`config.mk`:
```
export PLATFORM = sky130hd
export DESIGN_NAME = cascaded_position_speed_pid_core
export DESIGN_NICKNAME = d
export VERILOG_FILES = /design/src/rtl/cpsp_pkg.sv /design/src/rtl/cascaded_position_speed_pid_core.sv /design/src/rtl/cpsp_cfg_regs.sv /design/src/rtl/cpsp_mac.sv
export VERILOG_INCLUDE_DIRS = /design/src /design/src/rtl
export SDC_FILE = /design/constraint.sdc
export NUM_CORES = 2
export LEC_CHECK = 0
export ABC_AREA = 1
export ABC_CLOCK_PERIOD_IN_PS = 20400
export BUFFER_PORTS_ARGS = -buffer_cell sky130_fd_sc_hd__buf_2
export CAP_MARGIN = 20
export CELL_PAD_IN_SITES_DETAIL_PLACEMENT = 1
export CELL_PAD_IN_SITES_GLOBAL_PLACEMENT = 1
export CORE_UTILIZATION = 51
export CTS_CLUSTER_SIZE = 40
export DETAILED_ROUTE_END_ITERATION = 6
export GPL_TIMING_DRIVEN = 1
export PLACE_DENSITY = 0.83
export SYNTH_ARGS = -nofsm -noshare
export SYNTH_HDL_FRONTEND = slang
export SYNTH_SLANG_ARGS = --single-unit
```
`constraint.sdc`:
```
create_clock -name clk -period 20.4 [get_ports clk]
set_clock_uncertainty 0.2 [all_clocks]
set_input_delay 0 -clock clk [delete_from_list [all_inputs] [get_ports clk]]
set_output_delay 0 -clock clk [all_outputs]
set_load 0.02 [all_outputs]
```
`src/rtl/cascaded_position_speed_pid_core_assert.svh`:
```
`ifndef CASCADED_POSITION_SPEED_PID_CORE_ASSERT_SVH
`define CASCADED_POSITION_SPEED_PID_CORE_ASSERT_SVH
// ----------------------------------------------------------------------------
// Assertion macros for the cascaded position/speed PID core.
// Both expect clk and rst_n in the scope where they are used.
// ----------------------------------------------------------------------------

// The consequent must hold in the same cycle as the antecedent.
`define CPSP_ASSERT_SAME(label, ante, cons, msg) \
    label: assert property (@(posedge clk) disable iff (!rst_n) (ante) |-> (cons)) \
        else $error(msg);

// The consequent must hold in the cycle after the antecedent.
`define CPSP_ASSERT_NEXT(label, ante, cons, msg) \
    label: assert property (@(posedge clk) disable iff (!rst_n) (ante) |=> (cons)) \
        else $error(msg);

`endif

```
`src/rtl/cpsp_pkg.sv`:
```
`default_nettype none
// ----------------------------------------------------------------------------
// cpsp_pkg
// Shared widths, constants, register indexes and types of the cascaded
// position/speed PID core.
// ----------------------------------------------------------------------------
package cpsp_pkg;

    localparam int FRAC_BITS_DEF      = 12;
    localparam int INTEGRAL_WIDTH_DEF = 48;

    localparam int SPD_W       = 16;
    localparam int POS_W       = 32;
    localparam int GAIN_W      = 16;
    localparam int DUTY_W      = 7;
    localparam int OUT_TDATA_W = 40;
    localparam int CFG_IDX_W   = 3;
    localparam int CFG_DATA_W  = 32;

    // Error and error-difference registers hold either loop's values.
    localparam int EO_W = POS_W + 1;
    localparam int ED_W = POS_W + 2;

    // Shared multiplier: operands are split into two chunks.
    localparam int OP_W    = 64;
    localparam int CHUNK_W = 32;
    localparam int PROD_W  = GAIN_W + 1 + CHUNK_W + 1;
    localparam int ACC_W   = OP_W + GAIN_W + 3;

    // Three terms times two chunks, then a step that drains the product register.
    localparam int MAC_ISSUES = 6;
    localparam int STEP_W     = 3;
    localparam logic [STEP_W-1:0] STEP_LAST  = STEP_W'(MAC_ISSUES);
    localparam logic [STEP_W-1:0] STEP_ISSUE = STEP_W'(MAC_ISSUES);

    localparam int OUTER_LIMIT = 110;
    localparam int INNER_LIMIT = 90;

    localparam logic [GAIN_W-1:0] OUTER_KP_RST = GAIN_W'(819);
    localparam logic [GAIN_W-1:0] OUTER_KI_RST = GAIN_W'(0);
    localparam logic [GAIN_W-1:0] OUTER_KD_RST = GAIN_W'(0);
    localparam logic [GAIN_W-1:0] INNER_KP_RST = GAIN_W'(1638);
    localparam logic [GAIN_W-1:0] INNER_KI_RST = GAIN_W'(205);
    localparam logic [GAIN_W-1:0] INNER_KD_RST = GAIN_W'(0);

    localparam logic [CFG_IDX_W-1:0] REG_OUTER_KP        = CFG_IDX_W'(0);
    localparam logic [CFG_IDX_W-1:0] REG_OUTER_KI        = CFG_IDX_W'(1);
    localparam logic [CFG_IDX_W-1:0] REG_OUTER_KD        = CFG_IDX_W'(2);
    localparam logic [CFG_IDX_W-1:0] REG_INNER_KP        = CFG_IDX_W'(3);
    localparam logic [CFG_IDX_W-1:0] REG_INNER_KI        = CFG_IDX_W'(4);
    localparam logic [CFG_IDX_W-1:0] REG_INNER_KD        = CFG_IDX_W'(5);
    localparam logic [CFG_IDX_W-1:0] REG_POSITION_TARGET = CFG_IDX_W'(6);

    localparam logic [1:0] TERM_P = 2'd0;
    localparam logic [1:0] TERM_I = 2'd1;
    localparam logic [1:0] TERM_D = 2'd2;

    typedef struct packed {
        logic [GAIN_W-1:0] outer_kp;
        logic [GAIN_W-1:0] outer_ki;
        logic [GAIN_W-1:0] outer_kd;
        logic [GAIN_W-1:0] inner_kp;
        logic [GAIN_W-1:0] inner_ki;
        logic [GAIN_W-1:0] inner_kd;
        logic [POS_W-1:0]  position_target;
    } cpsp_gains_t;

    typedef struct packed {
        logic issue;  // launch one multiply
        logic first;  // this product starts a new sum
        logic hi;     // multiply the upper chunk
    } cpsp_mac_ctl_t;

    typedef enum logic [2:0] {
        ST_IDLE,
        ST_OERR,
        ST_OMAC,
        ST_OCLAMP,
        ST_IERR,
        ST_IMAC,
        ST_FINISH
    } cpsp_state_t;

endpackage
`default_nettype wire

```
`src/rtl/cascaded_position_speed_pid_core.sv`:
```
`default_nettype none
// ----------------------------------------------------------------------------
// cascaded_position_speed_pid_core
// Cascaded position/speed PID controller built around one shared
// multiply-accumulate unit.
// ----------------------------------------------------------------------------
// Usage:
// Each beat on the s_axis channel is one control tick carrying a signed
// encoder count. The count is added to a saturating position accumulator,
// the outer position PID produces a speed target clamped to +-110, and the
// inner speed PID produces a drive clamped to +-90 and truncated toward zero.
// Each tick yields one m_axis beat with duty, direction and position.
// Gains and the position target are written on the cfg channel, which is
// always ready; write them only while no tick is in flight.
// Steps: a tick runs the outer error step, then the outer loop's multiplies on
// the shared 16x33 multiplier (three terms of two chunks) and a step that drains
// its product register, then the outer clamp, the inner error step, the same
// multiplies and drain for the inner loop, and a finish step that loads the
// output. s_axis_tready is high only while the sequencer is idle, so the next
// tick is accepted only once the sequencer has finished the last one.
// The result sits in an output register; the next tick may be accepted while
// it waits. If the receiver still stalls when the next result is done, the
// sequencer holds in its last step until the output register is free.
// Reset clears the gains to their defaults, the target, the position and
// both loops' integrators and previous errors, and drops m_axis_tvalid.
// ----------------------------------------------------------------------------
`include "cascaded_position_speed_pid_core_assert.svh"

module cascaded_position_speed_pid_core #(
    parameter int FRAC_BITS      = cpsp_pkg::FRAC_BITS_DEF,
    parameter int INTEGRAL_WIDTH = cpsp_pkg::INTEGRAL_WIDTH_DEF
) (
    input  logic                                clk,
    input  logic                                rst_n,
    input  logic                                s_axis_tvalid,
    output logic                                s_axis_tready,
    // [15:0] speed_count
    input  logic [cpsp_pkg::SPD_W-1:0]          s_axis_tdata,
    output logic                                m_axis_tvalid,
    input  logic                                m_axis_tready,
    // [6:0] duty, [7] reverse, [39:8] position
    output logic [cpsp_pkg::OUT_TDATA_W-1:0]    m_axis_tdata,
    input  logic                                cfg_valid,
    output logic                                cfg_ready,
    input  logic [cpsp_pkg::CFG_IDX_W-1:0]      cfg_index,
    input  logic [cpsp_pkg::CFG_DATA_W-1:0]     cfg_data
);
    import cpsp_pkg::*;

    localparam int UoW  = FRAC_BITS + 8;
    localparam int EiW  = FRAC_BITS + 17;
    localparam int DiW  = EiW + 1;
    localparam int UiW  = 2 * FRAC_BITS + 8;
    localparam int SumW = INTEGRAL_WIDTH + 3;

    localparam logic signed [ACC_W-1:0] OuterLim = ACC_W'(OUTER_LIMIT) <<< FRAC_BITS;
    localparam logic signed [ACC_W-1:0] InnerLim = ACC_W'(INNER_LIMIT) <<< (2 * FRAC_BITS);
    localparam logic signed [UoW-1:0]   UoLim    = UoW'(OUTER_LIMIT) <<< FRAC_BITS;
    localparam logic signed [SumW-1:0]  IntMax   = (SumW'(1) <<< (INTEGRAL_WIDTH - 1)) - SumW'(1);
    localparam logic signed [SumW-1:0]  IntMin   = -IntMax - SumW'(1);

    cpsp_gains_t   gains;
    cpsp_mac_ctl_t mac_ctl;

    cpsp_state_t   state_reg;
    cpsp_state_t   state_next;
    logic [STEP_W-1:0] step_reg;
    logic [STEP_W-1:0] step_next;

    logic signed [SPD_W-1:0]          spd_reg;
    logic signed [POS_W-1:0]          pos_reg;
    logic signed [POS_W-1:0]          pos_next;
    logic signed [POS_W:0]            pos_sum;
    logic signed [INTEGRAL_WIDTH-1:0] oint_reg;
    logic signed [INTEGRAL_WIDTH-1:0] iint_reg;
    logic signed [EO_W-1:0]           oprev_reg;
    logic signed [EiW-1:0]            iprev_reg;
    logic signed [EO_W-1:0]           e_reg;
    logic signed [ED_W-1:0]           d_reg;
    logic signed [UoW-1:0]            uo_reg;
    logic                             out_valid_reg;
    logic [OUT_TDATA_W-1:0]           out_data_reg;

    logic                             in_beat;
    logic                             inner_err;
    logic                             out_load;
    logic signed [EO_W-1:0]           eo;
    logic signed [EiW-1:0]            ei;
    logic signed [EO_W-1:0]           err_cur;
    logic signed [ED_W-1:0]           prev_cur;
    logic signed [ED_W-1:0]           diff;
    logic signed [INTEGRAL_WIDTH-1:0] integ_cur;
    logic signed [SumW-1:0]           integ_sum;
    logic signed [INTEGRAL_WIDTH-1:0] integ_sat;

    logic [1:0]                       term;
    logic [GAIN_W-1:0]                mac_gain;
    logic signed [OP_W-1:0]           mac_operand;
    logic signed [ACC_W-1:0]          acc;
    logic signed [ACC_W-1:0]          acc_clamp_o;
    logic signed [ACC_W-1:0]          acc_clamp_i;
    logic signed [UiW-1:0]            ui;
    logic [UiW-1:0]                   ui_mag;
    logic [DUTY_W-1:0]                duty;
    logic                             reverse;

    cpsp_cfg_regs u_cfg (
        .clk       (clk),
        .rst_n     (rst_n),
        .cfg_valid (cfg_valid),
        .cfg_ready (cfg_ready),
        .cfg_index (cfg_index),
        .cfg_data  (cfg_data),
        .gains     (gains)
    );

    cpsp_mac u_mac (
        .clk     (clk),
        .rst_n   (rst_n),
        .ctl     (mac_ctl),
        .gain    (mac_gain),
        .operand (mac_operand),
        .acc     (acc)
    );

    assign s_axis_tready = (state_reg == ST_IDLE);
    assign in_beat       = s_axis_tvalid & s_axis_tready;
    assign m_axis_tvalid = out_valid_reg;
    assign m_axis_tdata  = out_data_reg;

    // Position accumulator, saturating at 32 bits.
    always_comb
    begin
        pos_sum = (POS_W + 1)'(pos_reg) + (POS_W + 1)'($signed(s_axis_tdata));
        if (pos_sum[POS_W] != pos_sum[POS_W-1])
        begin
            pos_next = pos_sum[POS_W] ? {1'b1, {(POS_W - 1){1'b0}}} : {1'b0, {(POS_W - 1){1'b1}}};
        end
        else
        begin
            pos_next = pos_sum[POS_W-1:0];
        end
    end

    // Error step, shared by both loops: error, difference and integrator update.
    always_comb
    begin
        inner_err = (state_reg == ST_IERR);
        eo        = EO_W'($signed(gains.position_target)) - EO_W'(pos_reg);
        ei        = EiW'(uo_reg) - (EiW'(spd_reg) <<< FRAC_BITS);

        if (inner_err)
        begin
            err_cur   = EO_W'(ei);
            prev_cur  = ED_W'(iprev_reg);
            integ_cur = iint_reg;
        end
        else
        begin
            err_cur   = eo;
            prev_cur  = ED_W'(oprev_reg);
            integ_cur = oint_reg;
        end

        diff      = ED_W'(err_cur) - prev_cur;
        integ_sum = SumW'(integ_cur) + SumW'(err_cur);

        priority if (integ_sum > IntMax)
        begin
            integ_sat = INTEGRAL_WIDTH'(IntMax);
        end
        else if (integ_sum < IntMin)
        begin
            integ_sat = INTEGRAL_WIDTH'(IntMin);
        end
        else
        begin
            integ_sat = INTEGRAL_WIDTH'(integ_sum);
        end
    end

    // Operand and gain for the current multiply: P, I and D terms in turn.
    always_comb
    begin
        term = step_reg[STEP_W-1:1];
        unique case (term)
            TERM_P:
            begin
                mac_operand = OP_W'(e_reg);
                mac_gain    = (state_reg == ST_IMAC) ? gains.inner_kp : gains.outer_kp;
            end
            TERM_I:
            begin
                mac_operand = (state_reg == ST_IMAC) ? OP_W'(iint_reg) : OP_W'(oint_reg);
                mac_gain    = (state_reg == ST_IMAC) ? gains.inner_ki : gains.outer_ki;
            end
            TERM_D:
            begin
                mac_operand = OP_W'(d_reg);
                mac_gain    = (state_reg == ST_IMAC) ? gains.inner_kd : gains.outer_kd;
            end
            default:
            begin
                mac_operand = '0;
                mac_gain    = '0;
            end
        endcase
    end

    // Output clamps and drive conversion.
    always_comb
    begin
        priority if (acc > OuterLim)
        begin
            acc_clamp_o = OuterLim;
        end
        else if (acc < -OuterLim)
        begin
            acc_clamp_o = -OuterLim;
        end
        else
        begin
            acc_clamp_o = acc;
        end

        priority if (acc > InnerLim)
        begin
            acc_clamp_i = InnerLim;
        end
        else if (acc < -InnerLim)
        begin
            acc_clamp_i = -InnerLim;
        end
        else
        begin
            acc_clamp_i = acc;
        end

        ui = UiW'(acc_clamp_i);
        if (ui[UiW-1])
        begin
            ui_mag = UiW'(-ui);
        end
        else
        begin
            ui_mag = UiW'(ui);
        end
        // Truncation toward zero: drop the fraction of the magnitude.
        duty    = ui_mag[2 * FRAC_BITS +: DUTY_W];
        reverse = ui[UiW-1] && (duty != '0);
    end

    // Sequencer.
    always_comb
    begin
        state_next    = state_reg;
        step_next     = '0;
        mac_ctl.issue = 1'b0;
        mac_ctl.first = (step_reg == '0);
        mac_ctl.hi    = step_reg[0];
        out_load      = 1'b0;

        unique case (state_reg)
            ST_IDLE:
            begin
                if (in_beat)
                begin
                    state_next = ST_OERR;
                end
            end
            ST_OERR:
            begin
                state_next = ST_OMAC;
            end
            ST_OMAC, ST_IMAC:
            begin
                mac_ctl.issue = (step_reg < STEP_ISSUE);
                if (step_reg == STEP_LAST)
                begin
                    state_next = (state_reg == ST_OMAC) ? ST_OCLAMP : ST_FINISH;
                end
                else
                begin
                    step_next = step_reg + STEP_W'(1);
                end
            end
            ST_OCLAMP:
            begin
                state_next = ST_IERR;
            end
            ST_IERR:
            begin
                state_next = ST_IMAC;
            end
            ST_FINISH:
            begin
                if (!out_valid_reg || m_axis_tready)
                begin
                    out_load   = 1'b1;
                    state_next = ST_IDLE;
                end
            end
            default:
            begin
                state_next = ST_IDLE;
            end
        endcase
    end

    always_ff @(posedge clk or negedge rst_n)
    begin
        if (!rst_n)
        begin
            state_reg     <= ST_IDLE;
            step_reg      <= '0;
            out_valid_reg <= 1'b0;
            pos_reg       <= '0;
            oint_reg      <= '0;
            iint_reg      <= '0;
            oprev_reg     <= '0;
            iprev_reg     <= '0;
        end
        else
        begin
            state_reg <= state_next;
            step_reg  <= step_next;

            if (out_load)
            begin
                out_valid_reg <= 1'b1;
            end
            else if (m_axis_tready)
            begin
                out_valid_reg <= 1'b0;
            end

            if (in_beat)
            begin
                pos_reg <= pos_next;
            end

            if (state_reg == ST_OERR)
            begin
                oint_reg  <= integ_sat;
                oprev_reg <= eo;
            end

            if (state_reg == ST_IERR)
            begin
                iint_reg  <= integ_sat;
                iprev_reg <= ei;
            end
        end
    end

    always_ff @(posedge clk)
    begin
        if (in_beat)
        begin
            spd_reg <= $signed(s_axis_tdata);
        end
        if (state_reg == ST_OERR || state_reg == ST_IERR)
        begin
            e_reg <= err_cur;
            d_reg <= diff;
        end
        if (state_reg == ST_OCLAMP)
        begin
            uo_reg <= UoW'(acc_clamp_o);
        end
        if (out_load)
        begin
            out_data_reg <= {pos_reg, reverse, duty};
        end
    end

    `CPSP_ASSERT_SAME(a_duty_range, m_axis_tvalid, m_axis_tdata[DUTY_W-1:0] <= DUTY_W'(INNER_LIMIT), "duty above the inner clamp")
    `CPSP_ASSERT_SAME(a_reverse_nonzero, m_axis_tvalid && m_axis_tdata[DUTY_W], m_axis_tdata[DUTY_W-1:0] != '0, "reverse set with zero duty")
    `CPSP_ASSERT_SAME(a_speed_target_range, state_reg == ST_IERR, (uo_reg <= UoLim) && (uo_reg >= -UoLim), "speed target outside the outer clamp")
    `CPSP_ASSERT_NEXT(a_position_monotonic, in_beat && !s_axis_tdata[SPD_W-1], pos_reg >= $past(pos_reg), "position wrapped on a forward count")
    `CPSP_ASSERT_NEXT(a_result_held, state_reg == ST_FINISH && m_axis_tvalid && !m_axis_tready, state_reg == ST_FINISH, "result loaded while the output was stalled")

endmodule
`default_nettype wire

```
`src/rtl/cpsp_cfg_regs.sv`:
```
`default_nettype none
// ----------------------------------------------------------------------------
// cpsp_cfg_regs
// Gain and position target registers behind the configuration write channel.
// ----------------------------------------------------------------------------
module cpsp_cfg_regs (
    input  logic                         clk,
    input  logic                         rst_n,
    input  logic                         cfg_valid,
    output logic                         cfg_ready,
    input  logic [cpsp_pkg::CFG_IDX_W-1:0]  cfg_index,
    input  logic [cpsp_pkg::CFG_DATA_W-1:0] cfg_data,
    output cpsp_pkg::cpsp_gains_t        gains
);
    import cpsp_pkg::*;

    cpsp_gains_t gains_reg;
    cpsp_gains_t gains_next;
    logic        wr_beat;

    assign cfg_ready = 1'b1;
    assign wr_beat   = cfg_valid & cfg_ready;
    assign gains     = gains_reg;

    always_comb
    begin
        gains_next = gains_reg;
        if (wr_beat)
        begin
            unique case (cfg_index)
                REG_OUTER_KP:        gains_next.outer_kp = cfg_data[GAIN_W-1:0];
                REG_OUTER_KI:        gains_next.outer_ki = cfg_data[GAIN_W-1:0];
                REG_OUTER_KD:        gains_next.outer_kd = cfg_data[GAIN_W-1:0];
                REG_INNER_KP:        gains_next.inner_kp = cfg_data[GAIN_W-1:0];
                REG_INNER_KI:        gains_next.inner_ki = cfg_data[GAIN_W-1:0];
                REG_INNER_KD:        gains_next.inner_kd = cfg_data[GAIN_W-1:0];
                REG_POSITION_TARGET: gains_next.position_target = cfg_data[POS_W-1:0];
                default:             gains_next = gains_reg;
            endcase
        end
    end

    always_ff @(posedge clk or negedge rst_n)
    begin
        if (!rst_n)
        begin
            gains_reg.outer_kp        <= OUTER_KP_RST;
            gains_reg.outer_ki        <= OUTER_KI_RST;
            gains_reg.outer_kd        <= OUTER_KD_RST;
            gains_reg.inner_kp        <= INNER_KP_RST;
            gains_reg.inner_ki        <= INNER_KI_RST;
            gains_reg.inner_kd        <= INNER_KD_RST;
            gains_reg.position_target <= '0;
        end
        else
        begin
            gains_reg <= gains_next;
        end
    end

endmodule
`default_nettype wire

```
`src/rtl/cpsp_mac.sv`:
```
`default_nettype none
// ----------------------------------------------------------------------------
// cpsp_mac
// Shared multiply-accumulate unit: an unsigned gain times one 32-bit chunk of
// a signed operand per issued cycle, product registered, then added to the sum.
// ----------------------------------------------------------------------------
module cpsp_mac (
    input  logic                                clk,
    input  logic                                rst_n,
    input  cpsp_pkg::cpsp_mac_ctl_t             ctl,
    input  logic [cpsp_pkg::GAIN_W-1:0]         gain,
    input  logic signed [cpsp_pkg::OP_W-1:0]    operand,
    output logic signed [cpsp_pkg::ACC_W-1:0]   acc
);
    import cpsp_pkg::*;

    logic signed [CHUNK_W:0]   chunk;
    logic signed [PROD_W-1:0]  prod_next;
    logic signed [PROD_W-1:0]  prod_reg;
    logic                      prod_vld_reg;
    logic                      first_reg;
    logic                      hi_reg;
    logic signed [ACC_W-1:0]   aligned;
    logic signed [ACC_W-1:0]   acc_next;
    logic signed [ACC_W-1:0]   acc_reg;

    // The lower chunk is an unsigned digit; only the upper chunk carries the sign.
    always_comb
    begin
        if (ctl.hi)
        begin
            chunk = {operand[OP_W-1], operand[OP_W-1 -: CHUNK_W]};
        end
        else
        begin
            chunk = {1'b0, operand[CHUNK_W-1:0]};
        end
        prod_next = $signed({1'b0, gain}) * chunk;
    end

    always_comb
    begin
        if (hi_reg)
        begin
            aligned = ACC_W'(prod_reg) <<< CHUNK_W;
        end
        else
        begin
            aligned = ACC_W'(prod_reg);
        end

        priority if (!prod_vld_reg)
        begin
            acc_next = acc_reg;
        end
        else if (first_reg)
        begin
            acc_next = aligned;
        end
        else
        begin
            acc_next = acc_reg + aligned;
        end
    end

    always_ff @(posedge clk or negedge rst_n)
    begin
        if (!rst_n)
        begin
            prod_vld_reg <= 1'b0;
        end
        else
        begin
            prod_vld_reg <= ctl.issue;
        end
    end

    always_ff @(posedge clk)
    begin
        if (ctl.issue)
        begin
            prod_reg  <= prod_next;
            first_reg <= ctl.first;
            hi_reg    <= ctl.hi;
        end
        acc_reg <= acc_next;
    end

    assign acc = acc_reg;

endmodule
`default_nettype wire
```
**After elaboration in Yosys (flattened, before gate mapping)**

Index checks and enable logic that the tools add are counted.

- Add/subtract/negate cells: 8
- Multipliers: 1
- Div/mod/pow operators: 0
- Magnitude comparators: 7
- Equal/unequal tests: 19
- Shift operators: 0
- Mux-type cells: 32
- Bitwise gates (word level): 1
- Reductions and logical operators: 20

Operators with widths:

| operator | count |
|---|---|
| $pmux W64 S3 | 1 |
| $mux W48 | 3 |
| $mux W32 | 4 |
| $add A83 B82 Y83 | 1 |
| $gt A83 B20 Y1 const B | 1 |
| $gt A83 B32 Y1 const B | 1 |
| $lt A83 B20 Y1 const B | 1 |
| $lt A83 B32 Y1 const B | 1 |
| $mux W83 | 1 |
| $mux W81 | 1 |
| $mux W33 | 2 |
| $mux W64 | 1 |
| $mul A17 B33 Y50 | 1 |
| $add A48 B33 Y49 | 1 |
| $gt A49 B48 Y1 const B | 1 |
| $lt A49 B48 Y1 const B | 1 |
| $mux W16 | 3 |
| $pmux W16 S3 | 1 |
| $mux W34 | 1 |
| $sub A33 B34 Y34 | 1 |
| $add A32 B16 Y33 | 1 |
| $sub A32 B32 Y33 | 1 |
| $mux W31 | 1 |
| $neg A31 Y31 | 1 |
| other kinds (26) | 56 |

- Flip-flop bits (word level): 604
- Bits in latches: 0
- Memory bits (writable): 0
- Bits in read-only memories: 0
- Input port bits: 56
- Output and inout port bits: 43
- Word-level logic and storage cells: 114
- Memories kept: 0

**Longest topological paths before layout**

- Word-level depth: 7
- Mapped depth: 39

**Modules after synthesis**

A second synthesis with hierarchy kept.

- Cells, all modules: 9047
- Area total of the unflattened synthesis: 64409.3 um^2

By module, submodules not included:

| module | times used | cells each | area each (um^2) | seq. area each (um^2) |
|---|---|---|---|---|
| cpsp_mac | 1 | 4932 | 33863.7 | 4078.9 |
| cascaded_position_speed_pid_core | 1 | 3551 | 25538.2 | 9223.8 |
| cpsp_cfg_regs | 1 | 564 | 5007.3 | 3224.3 |

**Least setup slack after synthesis**

No wires, ideal clock.

- Kind: reg-to-reg
- Start: reg state_reg[0]
- End: reg u_mac.prod_reg[49] (data pin)
- Library setup time: 264 ps
- Arrival time: 6933 ps
- Setup slack: 13003 ps
- Cell stages (with the launch flop): 31
- Buffers on the path: 1
- Path through: dfrtp_1 -> inv_1 -> nor2_1 -> inv_2 -> nor2_2 -> buf_2 -> o21ai_0 -> nand3_1 -> inv_1 -> nor2_1 -> clkinv_1 -> nor2_1 -> inv_1 -> fa_1 -> inv_1 -> fa_1 -> fa_1 -> fa_1 -> fa_1 -> inv_1 -> fa_1 -> inv_1 -> ha_1 -> nand2_1 -> nor2_1 -> inv_1 -> nor3_1 -> inv_1 -> o21ai_0 -> a31oi_1 -> xor2_1

- Longest elaborated chain between the ends: 5
- Elaborated cells between the ends (all ways): 9
- Those cells by class: mul: 1; eq/ne: 1; mux: 7

Ends and longest elaborated chain:

| item | RTL line | RTL |
|---|---|---|
| from (decl) | cascaded_position_speed_pid_core.sv:65 | `cpsp_state_t state_reg;` |
| from (signal assigned) | cascaded_position_speed_pid_core.sv:325 | `state_reg <= state_next;` |
| $eq A3 B3 Y1 * | -- |  |
| $mux W64 | cascaded_position_speed_pid_core.sv:194 | `mac_operand = (state_reg == ST_IMAC) ? OP_W'(iint_reg) : OP_W'(oint_reg);` |
| $pmux W64 S3 | cascaded_position_speed_pid_core.sv:186 | `unique case (term)` |
| $mux W33 | cpsp_mac.sv:30 | `if (ctl.hi)` |
| $mul A17 B33 Y50 * | cpsp_mac.sv:38 | `prod_next = $signed({1'b0, gain}) * chunk;` |
| via u_mac.prod_next[49] | cpsp_mac.sv:18 | `logic signed [PROD_W-1:0] prod_next;` |
| to (signal assigned) | cpsp_mac.sv:82 | `prod_reg <= prod_next;` |
| to (decl) | cpsp_mac.sv:19 | `logic signed [PROD_W-1:0] prod_reg;` |

Mark *: on every way through the listed nets, which the timed path passes. The rest lies on a longest branch.
A chain may end at the register's enable or synchronous reset.

**Worst setup path in the final report**

Ends and elaborated chain as after synthesis.

==> flow_summary.ini <==
[critical_path]
crit_fanout = 69
crit_start = state_reg[0]
cp_slowest_cell = clkinv_1
required_ns = 20.61
r2r-start = state_reg[0]
end_kind = flip-flop
setup.worst_path.start_class = flip-flop
path_class = reg -> reg
slowest_delay_ns = 1.00
arrival_ns = 10.94
path_common_cell = fa_1

[synth]
async_flop_share_pct = 53.97
synth_area_leaders = fa_1, edfxtp_1, dfrtp_1
ys_seq_area_share_pct = 27.47
avgSynthCellArea_um2 = 7.647
synth-compound-area-share_pct = 13.18
synth_top_area_cell = fa_1
synth-xor-area-share_pct = 3.740
ys_types = 69
synth_seq_cells = 604
synth_top_cell_area_share_pct = 16.94
synth_area_mm2 = 0.06016
synth_simple_gate_area_share_pct = 20.87
ys.flop_type = dfrtp_1
netlist_instances = 7867
syn_nets = 8794
synth_top_family_by_area = adder cells
synth.area.mux_share_pct = 0.3161
yosys_warnings = 0
synth_edf_count = 278
synth_adder_area_share_pct = 24.47

[timing]
period_share_pct = 52.61
relSlewSlack_pct = 21.42
setup_slack_ns = 9.668
slew_viol_final = 0
grt_setup_unrepaired = no
setup_viol = 0
fmax_ghz = 0.09318
worstMarginPinSlew_ns = 1.171
hold_viol = 0
fin_setup_tns_ns = 0
fin_crit_ns = 10.73

[finish]
final_cells = 9551
final_nets = 8888
syn_to_final_growth_pct = 9.434
stdcell_area_mm2 = 0.06583
drive_above_1_share_pct = 5.695
largest_register_ffs = 128

[floorplan]
die-area_mm2 = 0.1193
start_util_pct = 51.63
dieWidth_um = 345.5
die_h_um = 345.5
io_pins = 99
rows = 125
core-area_mm2 = 0.1165

[global_route]
antenna_found_initial = 10
first_global_vias = 59830
grt_pass1_wl_mm = 352.9
grt_usage_pct = 38.45
grt_max_degree = 161
grt.overflow.total = 0

[drt]
antenna_left = 0
finalWirelength_mm = 229.3
avgViaCountPerCell = 5.802
drtIter0Drc = 4226
drc = 0
drt-wirelength-per-cell_um = 24.01
via_count = 55410
firstDrtPassIters = 5

[cts]
clk_pin_slew_ns = 0.06
cts_buffer_depth = 3
cts-root-buf = clkbuf_16
cts_hold_buffers = 93
clk-insertion-delay-late_ns = 0.72
cts_resized = 0
cts_setup_buffers = 0
cts_tree = built
cts_buffers = 76
cts.sinks = 604
htree_levels = 3

[place]
port_buffers = 97
place_area_mm2 = 0.06209
place_inst = 9308
place_ws_ns = 9.983
place_congestion = 0.9661
hpwl_mm = 175.8

[run_status]
status = finished, final reports clean

[min_path]
hp-class = in -> reg
hp-start = cfg_data[7]

[flow_run]
max_cap_violations = 0
==> cell type report <==
class	instances	area (um^2)
Inverter	1307	4910
Multi-Input combinational cell	5715	37740
Antenna cell	2	5.005
Timing Repair Buffer	257	2120
Clock buffer	110	2226
Tap cell	1524	1907
Sequential cell	604	16530
Clock inverter	32	396.6
Fill cell	14460	50680
==> worst max-delay path, delay by kind of cell (launching register included) <==
family | cells | cell delay [ns]
AO/OA/AOI/OAI | 5 | 1.11
buffers and inverters | 10 | 2.76
flip-flops | 1 | 0.42
XOR/XNOR | 1 | 0.17
AND/OR/NAND/NOR | 11 | 2.23
adder cells (fa/ha/maj) | 7 | 3.41
==> cells by family (layout without fill, tap and decap cells) <==
logic type | Yosys count | after routing
AO/OA/AOI/OAI | 1409 | 1409
XOR/XNOR | 256 | 256
adder cells (fa/ha/maj) | 871 | 871
buffers and inverters | 1548 | 1706
flip-flops | 604 | 604
multiplexers | 17 | 17
other | 1 | 3
AND/OR/NAND/NOR | 3161 | 3161
==> worst paths after layout <==
| check | to | slack [ns] | depth (start not counted) |
|---|---|---|---|
| max | u_mac.prod_reg[49] | 9.67 | 34 |
| min | u_cfg.gains[103] | 0.06 | 4 |
| max reg2reg | u_mac.prod_reg[49] | 9.67 | 34 |
| min reg2reg | iprev_reg[1] | 0.28 | 2 |
| max in group asynchronous | u_mac.prod_vld_reg | 18.63 | 4 |
| min in group asynchronous | u_cfg.gains[113] | 0.24 | 3 |
==> through the flow <==
stage               util (%)  hold WS [ns]
detailed placement     53.29       -0.1045
global placement       53.24       -0.1047
finish                 56.50       0.05779
floorplan                  -       -0.4956
global route           56.50       0.07544
CTS                    56.36      0.001265
==> cell usage in the layout, fill, tap and decap left out, drive strengths merged, types with 43 or more instances in the layout <==
cell type / instances
a21oi: 435
fa: 509
nand3: 140
inv: 1296
xor2: 161
dlygate4sd3: 92
nand2: 2010
nor2: 861
o21ai: 688
dfrtp: 309
a31oi: 50
buf: 165
clkbuf: 110
edfxtp: 278
a21boi: 50
ha: 362
xnor2: 95
o21a: 43
nor3: 56
==> synthesized netlist by cell type (all sizes together) (9+ instances only) <==
library cell	count
o211ai	14
clkbuf	147
or2	18
o2111ai	29
o31ai	9
xor2	161
xnor2	95
nand3	140
a21boi	50
nor3	56
o21a	43
a21o	23
nand2	2010
inv	1295
nor2	861
nor4	19
mux2	16
dfrtp	309
dfstp	17
edfxtp	278
a31oi	50
o21ai	688
fa	509
nand3b	16
ha	362
clkinv	12
a21oi	435
buf	94
o21bai	31
nand4	34
==> per-layer routing <==
layer	GRT usage [%]	up-vias	routed length [um]
met4	17.67	4	11190
met1	49.80	27930	94290
li1	-	25070	-
met5	0	-	27
met3	6.842	485	16720
met2	62.68	1929	107100
Power is left out: the tool's default activity adds up to more than one toggle a clock period on the data nets, which glitch-free logic cannot reach.
